<file path="src/rtl/core/hmlos_pkg.sv">
// Height map line-of-sight: shared constants, codes and controller/datapath types.
// No dependencies; imported by hmlos_ctrl, hmlos_datapath, the top level and the testbench.
`default_nettype none

package hmlos_pkg;

  // Default sizes for the top-level parameters
  localparam int BOARD_MAX_DEF   = 32;
  localparam int MARCH_STEPS_DEF = 100;
  localparam int HEIGHT_BITS_DEF = 6;

  // Fixed field widths
  localparam int COORD_W    = 5;   // square coordinates
  localparam int CELL_H_W   = 6;   // cell_height field
  localparam int Q_W        = 16;  // signed Q7.8 fields
  localparam int CFG_W      = 6;   // board size registers
  localparam int DIST_BITS  = 16;  // magnitude of a per-axis distance
  localparam int POS_W      = 18;  // signed march position (Q7.8 with headroom)
  localparam int SQ_W       = 11;  // rounded square magnitude
  localparam int IN_DATA_W  = 96;
  localparam int OUT_DATA_W = 8;

  localparam logic [CFG_W-1:0] BOARD_SIZE_RST = 6'd32;

  // Result outcome codes
  typedef enum logic [2:0] {
    OUT_WRITE   = 3'd0,
    OUT_ABOVE   = 3'd1,
    OUT_REACHED = 3'd2,
    OUT_BLOCKED = 3'd3,
    OUT_DONE    = 3'd4
  } outcome_t;

  // Configuration register indexes
  typedef enum logic [0:0] {
    CFG_WIDTH  = 1'b0,
    CFG_HEIGHT = 1'b1
  } cfg_reg_t;

  // Controller to datapath commands
  typedef struct packed {
    logic     load;        // capture input item
    logic     wr_cell;     // write height map cell
    logic     div_start;   // load step magnitudes and march start point
    logic     div_quo;     // step quotient by reciprocal multiply
    logic     div_rmd;     // step remainder from quotient
    logic     adv;         // advance march one step
    logic     adv_last;    // this advance is the final step
    logic     res_we;      // load result register
    logic     res_march;   // result comes from march
    outcome_t res_code;    // result code when not from march
    logic     post;        // move result to output register
  } cmd_t;

  // Datapath to controller status
  typedef struct packed {
    logic is_query;
    logic above;
    logic march_done;
    logic out_free;
  } stat_t;

endpackage

`default_nettype wire

</file>
<file path="src/rtl/core/hmlos_ctrl.sv">
// Height map line-of-sight controller: sequences capture, divide, march and result post.
// Depends on hmlos_pkg.
`default_nettype none

module hmlos_ctrl
  import hmlos_pkg::*;
#(
  parameter int MARCH_STEPS = MARCH_STEPS_DEF
) (
  input  wire         clk,
  input  wire         rst,
  input  wire         s_tvalid,
  output logic        s_tready,
  input  stat_t       stat,
  output cmd_t        cmd
);

  localparam int JW  = $clog2(MARCH_STEPS + 1);
  localparam logic [JW-1:0]  J_END  = JW'(MARCH_STEPS);
  localparam logic [JW-1:0]  J_LAST = JW'(MARCH_STEPS - 1);

  typedef enum logic [2:0] {
    ST_IDLE,
    ST_DISPATCH,
    ST_QUOT,
    ST_REM,
    ST_MARCH,
    ST_POST
  } state_t;

  state_t         state, state_next;
  logic [JW-1:0]  jcnt, jcnt_next;

  // next state and commands
  always_comb begin
    state_next   = state;
    jcnt_next    = jcnt;
    cmd          = '0;
    cmd.res_code = OUT_WRITE;
    s_tready     = 1'b0;
    unique case (state)
      ST_IDLE: begin
        s_tready = 1'b1;
        cmd.load = s_tvalid;
        if (s_tvalid) begin
          state_next = ST_DISPATCH;
        end
      end
      ST_DISPATCH: begin
        if (!stat.is_query) begin
          cmd.wr_cell  = 1'b1;
          cmd.res_we   = 1'b1;
          cmd.res_code = OUT_WRITE;
          state_next   = ST_POST;
        end else if (stat.above) begin
          cmd.res_we   = 1'b1;
          cmd.res_code = OUT_ABOVE;
          state_next   = ST_POST;
        end else begin
          cmd.div_start = 1'b1;
          state_next    = ST_QUOT;
        end
      end
      ST_QUOT: begin
        cmd.div_quo = 1'b1;
        state_next  = ST_REM;
      end
      ST_REM: begin
        cmd.div_rmd = 1'b1;
        jcnt_next   = JW'(1);
        state_next  = ST_MARCH;
      end
      ST_MARCH: begin
        if (jcnt < J_END) begin
          cmd.adv      = 1'b1;
          cmd.adv_last = (jcnt == J_LAST);
          jcnt_next    = jcnt + 1'b1;
        end
        if (stat.march_done) begin
          cmd.res_we    = 1'b1;
          cmd.res_march = 1'b1;
          state_next    = ST_POST;
        end
      end
      ST_POST: begin
        if (stat.out_free) begin
          cmd.post   = 1'b1;
          state_next = ST_IDLE;
        end
      end
      default: state_next = ST_IDLE;
    endcase
  end

  // state and counters
  always_ff @(posedge clk) begin
    if (rst) begin
      state   <= ST_IDLE;
      jcnt    <= '0;
    end else begin
      state   <= state_next;
      jcnt    <= jcnt_next;
    end
  end

endmodule

`default_nettype wire

</file>
<file path="config.mk">
export PLATFORM = sky130hd
export DESIGN_NAME = hmlos_ctrl
export DESIGN_NICKNAME = d
export VERILOG_FILES = /design/src/rtl/core/hmlos_pkg.sv /design/src/rtl/core/hmlos_ctrl.sv
export SDC_FILE = /design/constraint.sdc
export NUM_CORES = 1
export LEC_CHECK = 0
export BUFFER_PORTS_ARGS = -buffer_cell sky130_fd_sc_hd__clkbuf_2
export CAP_MARGIN = 20
export CORE_MARGIN = 10
export CORE_UTILIZATION = 45
export DETAILED_ROUTE_END_ITERATION = 10
export PLACE_DENSITY_LB_ADDON = 0.1
export SYNTH_ARGS = -nofsm -noshare
export SYNTH_HDL_FRONTEND = slang
export SYNTH_SLANG_ARGS = --single-unit
</file>
<file path="constraint.sdc">
create_clock -name clk -period 2.7 [get_ports clk]
set_input_delay 0.675 -clock clk [delete_from_list [all_inputs] [get_ports clk]]
set_output_delay 0.675 -clock clk [all_outputs]
set_load 0.02 [all_outputs]
</file>
# After elaboration in Yosys (flattened, before gate mapping)
# Index checks and enable logic that the tools add are counted.
totals:
  regBits: 10
  latch_bits: 0
  ram_bits: 0
  mem_bits_ro: 0
  memories: 0
op_classes:
  n_addsub: 1
  multipliers: 0
  n_div: 0
  magnitude_cmp: 1
  n_eq_ne: 10
  n_shift: 0
  mux: 28
  n_bitwise: 0
  reduce_logical: 4
op_table:
  columns: ["operator", "n"]
  rows:
  - ["2-to-1 mux 3 bit", 6]
  - ["case mux 3 bit (6 select lines)", 1]
  - ["2-to-1 mux 1 bit", 14]
  - ["case mux 7 bit (2 select lines)", 1]
  - ["2-to-1 mux 2 bit", 4]
  - ["inequality test 2 bit, second input constant", 4]
  - ["adder 7 x 1 -> 7 bit, second input constant", 1]
  - ["equality test 7 bit, second input constant", 1]
  - ["less-than comparator 7 bit, second input constant", 1]
  - ["2-to-1 mux 7 bit", 1]
  - ["equality test 3 x 2 -> 1 bit, second input constant", 2]
  - ["equality test 3 bit, second input constant", 2]
  - ["equality test 3 x 1 -> 1 bit, second input constant", 1]
  - ["zero test 3 bit", 1]
  - ["AND reduction 3 bit", 1]
  - ["case mux 1 bit (2 select lines)", 1]
  - ["AND reduction 2 bit", 1]
  - ["nonzero test 2 bit", 1]

# Logic depth before layout (Yosys ltp)
# Gate-level depths: netlist (run 1).
logic_depth:
  word_depth: 3
  depth_mapped: 5
  ltp_nobuf: 4

# Least setup slack after synthesis (run 1)
# Ideal clock, no wire load.
synth_path:
  path_kind: "reg2out"
  start: "reg state[2]"
  end: "out cmd[12] (netlist bit)"
  t_arrival_ns: 1.367
  required_time_ns: 2.025
  slack_ns: 0.658
  path_stages_with_launch: 4
  path_buffers: 1
  path_cell_list: "dfxtp_1 clkbuf_1 nor3_1 and2_1"
synth_lines:
  columns: ["element", "line_no", "rtl"]
  rows:
  - ["from (decl)", "hmlos_ctrl.sv:31", "state_t state, state_next;"]
  - ["from (signal assigned)", "hmlos_ctrl.sv:101", "state <= state_next;"]
  - ["to (decl)", "hmlos_ctrl.sv:15", "output cmd_t cmd"]

==> impl_metrics.py, run 1 <==
metrics = {
    "run_status": {
        "result_of_the_run": "completed",
    },
    "route": {
        "antenna_violating_nets_post_route": 0,
        "via_count": 666,
        "remaining_drc_errors": 0,
        "drt_first_iter_violations": 14,
        "routed_via_density": 5.79,
        "routedWlPerCell_um": 13.8,
        "drtPass1Iterations": 4,
        "postRouteWirelength_mm": 1.59,
    },
    "die": {
        "die-width_um": 58.7,
        "core_area_mm2": 0.00135,
        "top_level_ports": 21,
        "initial_utilization": 0.500,
        "die_h_um": 58.7,
        "fp.dieArea_mm2": 0.00345,
        "rows": 13,
    },
    "global_route": {
        "global_route.overflow_total": 0,
        "globalRouteMet3Util": 0.0536,
        "met1_use_gr": 0.115,
        "grt_most_used_layer": "met2",
        "grt_max_degree": 14,
        "first_global_vias": 571,
        "globalRouteMet2Util": 0.129,
        "grt_first_pass_wirelength_mm": 2.51,
        "antenna_violations_before_repair": 0,
        "global_route.usage.total": 0.0909,
    },
    "finish": {
        "antenna_cells": 0,
        "drive_gt1_frac": 0.250,
        "finalNetCount": 110,
        "post_layout_nonfiller_instances": 115,
        "layout.cells.most_common": "sky130_fd_sc_hd__clkbuf_2",
        "flow.area_growth_from_synthesis_pct": 14.1,
        "post-route-util": 0.570,
        "final_cell_mix": "18 x sky130_fd_sc_hd__clkbuf_2, 10 x sky130_fd_sc_hd__dfxtp_1, 8 x sky130_fd_sc_hd__nor3_1",
        "fillerInstances": 132,
    },
    "placement": {
        "globalplace.congestion": 0.813,
        "dpl.cell_count": 112,
        "place_worst_setup_slack_ns": 0.667,
        "place.detailed.hpwl_mm": 1.21,
        "port_buffers": 18,
    },
    "clock_tree": {
        "post-cts-setup-buffer-count": 0,
        "tritoncts": "done",
        "clock_tree.buffer_depth": 2,
        "numCtsBuffers": 3,
        "clock_insertion_delay_worst_skew_ns": 0.27,
        "cts_root_buf": "sky130_fd_sc_hd__clkbuf_4",
        "cts_resized": 0,
        "cts.htree.levels": 1,
        "post_cts_hold_buffer_count": 0,
        "cts.reportedPaths.clkPinSlew_ns": 0.06,
        "numClockSinks": 10,
    },
    "synth": {
        "synth_cell_types": 33,
        "synth_top_area_share": 0.297,
        "synth-warning-count": 0,
        "synth.avg_cell_area_um2": 8.03,
        "ffs_latches_synth": 10,
        "yosys-top-cells-area": "sky130_fd_sc_hd__dfxtp_1 30%, sky130_fd_sc_hd__mux2_1 6.7%, sky130_fd_sc_hd__and3_1 6.5%, sky130_fd_sc_hd__nor3_1 5.9%, sky130_fd_sc_hd__a21oi_1 3.7%",
        "synthCells": 84,
        "post-synth-top-area-cell": "sky130_fd_sc_hd__dfxtp_1",
        "ys_seq_area_frac": 0.297,
        "post_synth_instance_area_um2": 674,
    },
    "hold_path": {
        "hold_end": "jcnt[1]",
        "hold_path.startpoint": "jcnt[1]",
        "hold_path_class": "reg2reg",
        "hold_depth": 2,
    },
    "pwr": {
        "total_switching_power_mw": 0.141,
        "comb_power_share": 0.284,
        "power_density_mw_per_mm2": 509,
        "internal_power_mw": 0.251,
        "pwr-share-seq": 0.456,
        "power.static_leakage_nw": 0.355,
        "p_clk_frac": 0.259,
        "total_power_mw": 0.392,
        "swShare": 0.359,
        "worst_ir_drop_vdd_uv": 255,
    },
    "critical_path": {
        "worstSetupStartpoint": "state[2]",
        "cp-start-kind": "register",
        "worst_path_fanout_max": 13,
        "worstRegToRegCells": 3,
        "arrival_ns": 1.65,
        "criticalPathCategory": "reg2out",
        "data_required_time_of_the_critical_path_ns": 2.03,
        "r2r_setup_slack_ns": 1.12,
        "r2r_start": "state[2]",
        "crit_path_end_kind": "output port",
        "timing.rr.end": "jcnt[5]",
    },
    "run": {
        "maxCapViolations": 0,
    },
    "sta": {
        "fin_crit_share": 0.861,
        "report.final.hold_viol_count": 0,
        "finalSetupTns_ns": 0,
        "timing.final.ws_setup_ns": 0.377,
        "final_max_tran_viols": 0,
        "clock.fmax_ghz": 0.430,
        "setup-violations-final": 0,
        "final.setup_skew_ns": 0.00284,
        "grt_setup_unrepaired": "no",
        "tmin_final_ns": 2.32,
    },
}
cell families after synthesis:
logic type                 count (synthesis)  share of synthesized area
adders and majority gates                  1                     0.0185
other                                      1                    0.00556
AOI/OAI and AO/OA                         15                      0.160
muxes                                      4                     0.0668
buffers and inverters                     10                     0.0816
DFF                                       10                      0.297
and+or+nand+nor                           43                      0.371
layer usage:
layer | routed length (um) | up-vias
met2 | 697 | 18
met3 | 117 | 3
met5 | 0 | -
met4 | 8 | 0
met1 | 766 | 300
li1 | - | 345
power groups by stage:
stage	registers [mW]	clock network (mW)	logic (mW)
after detailed placement	0.182	0	0.112
after floorplan	0.168	0	0.0976
after global placement	0.182	0	0.111
after global routing	0.181	0.113	0.123
after CTS	0.179	0.105	0.113
final	0.179	0.102	0.111
worst max-delay path, cell delays in order (launching register included):
cell and delay [ns]:
sky130_fd_sc_hd__dfxtp_1 0.55, sky130_fd_sc_hd__nor3b_4 0.43, sky130_fd_sc_hd__and2_1 0.22, sky130_fd_sc_hd__clkbuf_2 0.18
area by class of cell:
class	instances	area, um^2	share of cell area
Multi-Input combinational cell	65	423	0.550
Sequential cell	10	200	0.260
Timing Repair Buffer	18	90.1	0.117
Clock buffer	3	22.5	0.0293
Tap cell	15	18.8	0.0244
Inverter	4	15.0	0.0195
per-stage QoR:
stage / instance area (um^2) / hold WS (ns)
finish: 769 / 0.516
detailed placement: 747 / 0.508
floorplan: 678 / 0.473
global route: 769 / 0.538
global placement: 747 / 0.518
CTS: 769 / 0.517
cell usage after synthesis, drive strengths merged:
| library cell | number |
|---|---|
| nor2b | 1 |
| a211oi | 2 |
| nor4 | 1 |
| clkbuf | 1 |
| inv | 4 |
| mux2 | 4 |
| nor3 | 8 |
| nor3b | 2 |
| dfxtp | 10 |
| and2 | 3 |
| nand4 | 4 |
| o41ai | 1 |
| a21oi | 5 |
| and3 | 7 |
| a41oi | 1 |
| nor2 | 6 |
| nand3b | 1 |
| buf | 5 |
| o211ai | 1 |
| conb | 1 |
| nand2 | 5 |
| o21ai | 2 |
| ha | 1 |
| o2111ai | 1 |
| nand2b | 1 |
| a21boi | 1 |
| o311ai | 1 |
| nor4bb | 1 |
| nand3 | 3 |
worst max-delay path by stage:
stage	endpoint	slack [ns]	cells after the start
after floorplan	cmd[12]	0.66	3
after CTS	cmd[7]	0.37	3
after detailed placement	cmd[7]	0.67	3
final	cmd[7]	0.38	3
after global routing	cmd[7]	0.26	3
after global placement	cmd[6]	0.71	3
state kept, by name (all words and copies together), names as in the netlist:
signal  cells
jcnt        7
state       3
No activity file was read; power rests on OpenSTA's default activity.
==> run 2: changes to the inputs <==
--- a/config.mk
+++ b/config.mk
@@ -5,11 +5,11 @@
 export SDC_FILE = /design/constraint.sdc
 export NUM_CORES = 1
 export LEC_CHECK = 0
-export BUFFER_PORTS_ARGS = -buffer_cell sky130_fd_sc_hd__clkbuf_2
 export CAP_MARGIN = 20
 export CORE_MARGIN = 10
 export CORE_UTILIZATION = 45
 export DETAILED_ROUTE_END_ITERATION = 10
+export DONT_BUFFER_PORTS = 1
 export PLACE_DENSITY_LB_ADDON = 0.1
 export SYNTH_ARGS = -nofsm -noshare
 export SYNTH_HDL_FRONTEND = slang
==> run 2 against run 1 <==
Sequential share of layout area rose by 2.3 points. Global-route usage up 0.32 points. Combinational power decreased by 13%. Clock power is 37% higher. Critical path depth decreased by 1. Sequential power hardly changed. Critical endpoint is now cmd[6]. First-iteration DRC count up 57%. Largest cell class unchanged. Core utilization down 4.5 points. Non-clock buffer count is 16 lower. Die area unchanged. Clock-buffer cell count up 1.
==> impl_metrics.py, run 2 (same netlist as run 1, synthesis figures left out) <==
metrics = {
    "run_status": {
        "result_of_the_run": "completed",
    },
    "clock_tree": {
        "cts.htree.levels": 1,
        "post_cts_hold_buffer_count": 0,
        "numCtsBuffers": 3,
        "cts_resized": 0,
        "numClockSinks": 10,
        "tritoncts": "done",
        "cts_root_buf": "sky130_fd_sc_hd__clkbuf_4",
        "clock_insertion_delay_worst_skew_ns": 0.27,
        "cts.reportedPaths.clkPinSlew_ns": 0.07,
        "post-cts-setup-buffer-count": 0,
        "clock_tree.buffer_depth": 2,
    },
    "sta": {
        "max_slew.worst_pin.slew_ns": 0.626,
        "report.final.hold_viol_count": 0,
        "clock.fmax_ghz": 0.436,
        "final_max_tran_viols": 0,
        "slew_headroom": 0.579,
        "final.setup_skew_ns": 0.00266,
        "fin_crit_share": 0.850,
        "finalSetupTns_ns": 0,
        "tmin_final_ns": 2.30,
        "grt_setup_unrepaired": "no",
        "setup-violations-final": 0,
    },
    "route": {
        "remaining_drc_errors": 0,
        "drt_first_iter_violations": 22,
        "routed_via_density": 5.99,
        "postRouteWirelength_mm": 1.58,
        "drtPass1Iterations": 4,
        "routedWlPerCell_um": 15.8,
        "antenna_violating_nets_post_route": 0,
        "via_count": 599,
    },
    "finish": {
        "layout.cells.most_common": "sky130_fd_sc_hd__dfxtp_1",
        "largest_reg_flops": 7,
        "drive_gt1_frac": 0.118,
        "final_cell_mix": "10 x sky130_fd_sc_hd__dfxtp_1, 8 x sky130_fd_sc_hd__nor3_1, 7 x sky130_fd_sc_hd__and3_1",
        "largest-register": "jcnt",
        "antenna_cells": 0,
        "postLayoutCellArea_um2": 708,
        "post_layout_nonfiller_instances": 100,
        "top_regs": "jcnt (7), state (3)",
        "flow.area_growth_from_synthesis_pct": 5.01,
        "finalNetCount": 94,
    },
    "critical_path": {
        "critical_path.slowest_cell": "sky130_fd_sc_hd__dfxtp_1",
        "arrival_ns": 1.62,
        "criticalPathCategory": "reg2out",
        "cp-start-kind": "register",
        "crit_path_max_incr_delay_ns": 0.55,
        "cp_cell_instances": "nor3b_4 > and3_1",
        "worst_path_fanout_max": 13,
        "data_required_time_of_the_critical_path_ns": 2.03,
        "crit_path_end_kind": "output port",
    },
    "placement": {
        "place.detailed.hpwl_mm": 1.23,
        "dpl.cell_count": 96,
        "port_buffers": 0,
        "globalplace.congestion": 0.804,
        "place_area_um2": 672,
    },
    "global_route": {
        "global_route.overflow_total": 0,
        "antenna_violations_before_repair": 0,
        "grt_first_pass_wirelength_mm": 2.60,
        "first_global_vias": 549,
        "global_route.usage.total": 0.0942,
        "grt_max_degree": 14,
    },
    "pwr": {
        "swShare": 0.341,
        "total_power_mw": 0.415,
        "power.static_leakage_nw": 0.293,
        "p_clk_frac": 0.337,
        "total_switching_power_mw": 0.141,
        "power_density_mw_per_mm2": 585,
        "comb_power_share": 0.232,
        "worst_ir_drop_vdd_uv": 324,
        "pwr-share-seq": 0.431,
        "internal_power_mw": 0.273,
    },
    "die": {
        "die_h_um": 58.7,
        "core_area_mm2": 0.00135,
        "fp.dieArea_mm2": 0.00345,
        "initial_utilization": 0.500,
        "top_level_ports": 21,
        "rows": 13,
        "die-width_um": 58.7,
    },
    "hold_path": {
        "hold_path_class": "in2reg",
    },
    "run": {
        "maxCapViolations": 0,
    },
}
run 2: changes by cell type in the layout (fill, tap and decap cells not counted), sizes merged:
cell / change
buf: +2
clkbuf: -17
run 2: per-stage QoR:
| step | hold slack [ns] | utilization | setup slack (ns) |
|---|---|---|---|
| finish | 0.468 | 0.525 | 0.404 |
| detailed placement | 0.518 | 0.498 | 0.718 |
| CTS | 0.466 | 0.525 | 0.411 |
| floorplan | 0.473 | - | 0.658 |
| global route | 0.461 | 0.525 | 0.301 |
| global placement | 0.511 | 0.498 | 0.738 |
run 2: layout make-up:
cell class,instances,area (um^2)
Multi-Input combinational cell,65,423
Inverter,4,15.0
Tap cell,15,18.8
Timing Repair Buffer,2,15.0
Fill cell,143,642
Sequential cell,10,200
Clock buffer,4,36.3
run 2: final timing paths:
check / startpoint / to / slack (ns) / cells past startpoint
min: rst / state[1] / 0.47 / 1
max reg2reg: state[2] / jcnt[5] / 1.09 / 3
max: state[2] / cmd[6] / 0.40 / 2
min reg2reg: jcnt[1] / jcnt[1] / 0.52 / 2
run 2: metal layers:
| layer | track usage | wire [um] | share of wire | vias to the layer above |
|---|---|---|---|---|
| li1 | - | - | - | 311 |
| met2 | 0.134 | 710 | 0.45 | 23 |
| met5 | 0 | 0 | 0 | - |
| met1 | 0.122 | 709 | 0.45 | 265 |
| met3 | 0.0579 | 157 | 0.10 | 0 |
| met4 | 0.00984 | 0 | 0 | 0 |
run 2: worst max-delay path: cells and delay by family, from the launching register on:
kind	cells	cell delay, ns
DFF	1	0.55
and+or+nand+nor	2	0.80
run 2: power by group through the flow:
stage	clock network [mW]	logic, mW	registers [mW]
2_1_floorplan	0	0.0976	0.168
3_3_place_gp	0	0.0961	0.182
3_5_place_dp	0	0.0968	0.182
4_1_cts	0.142	0.0970	0.178
5_1_grt	0.148	0.106	0.182
6_report	0.140	0.0962	0.179
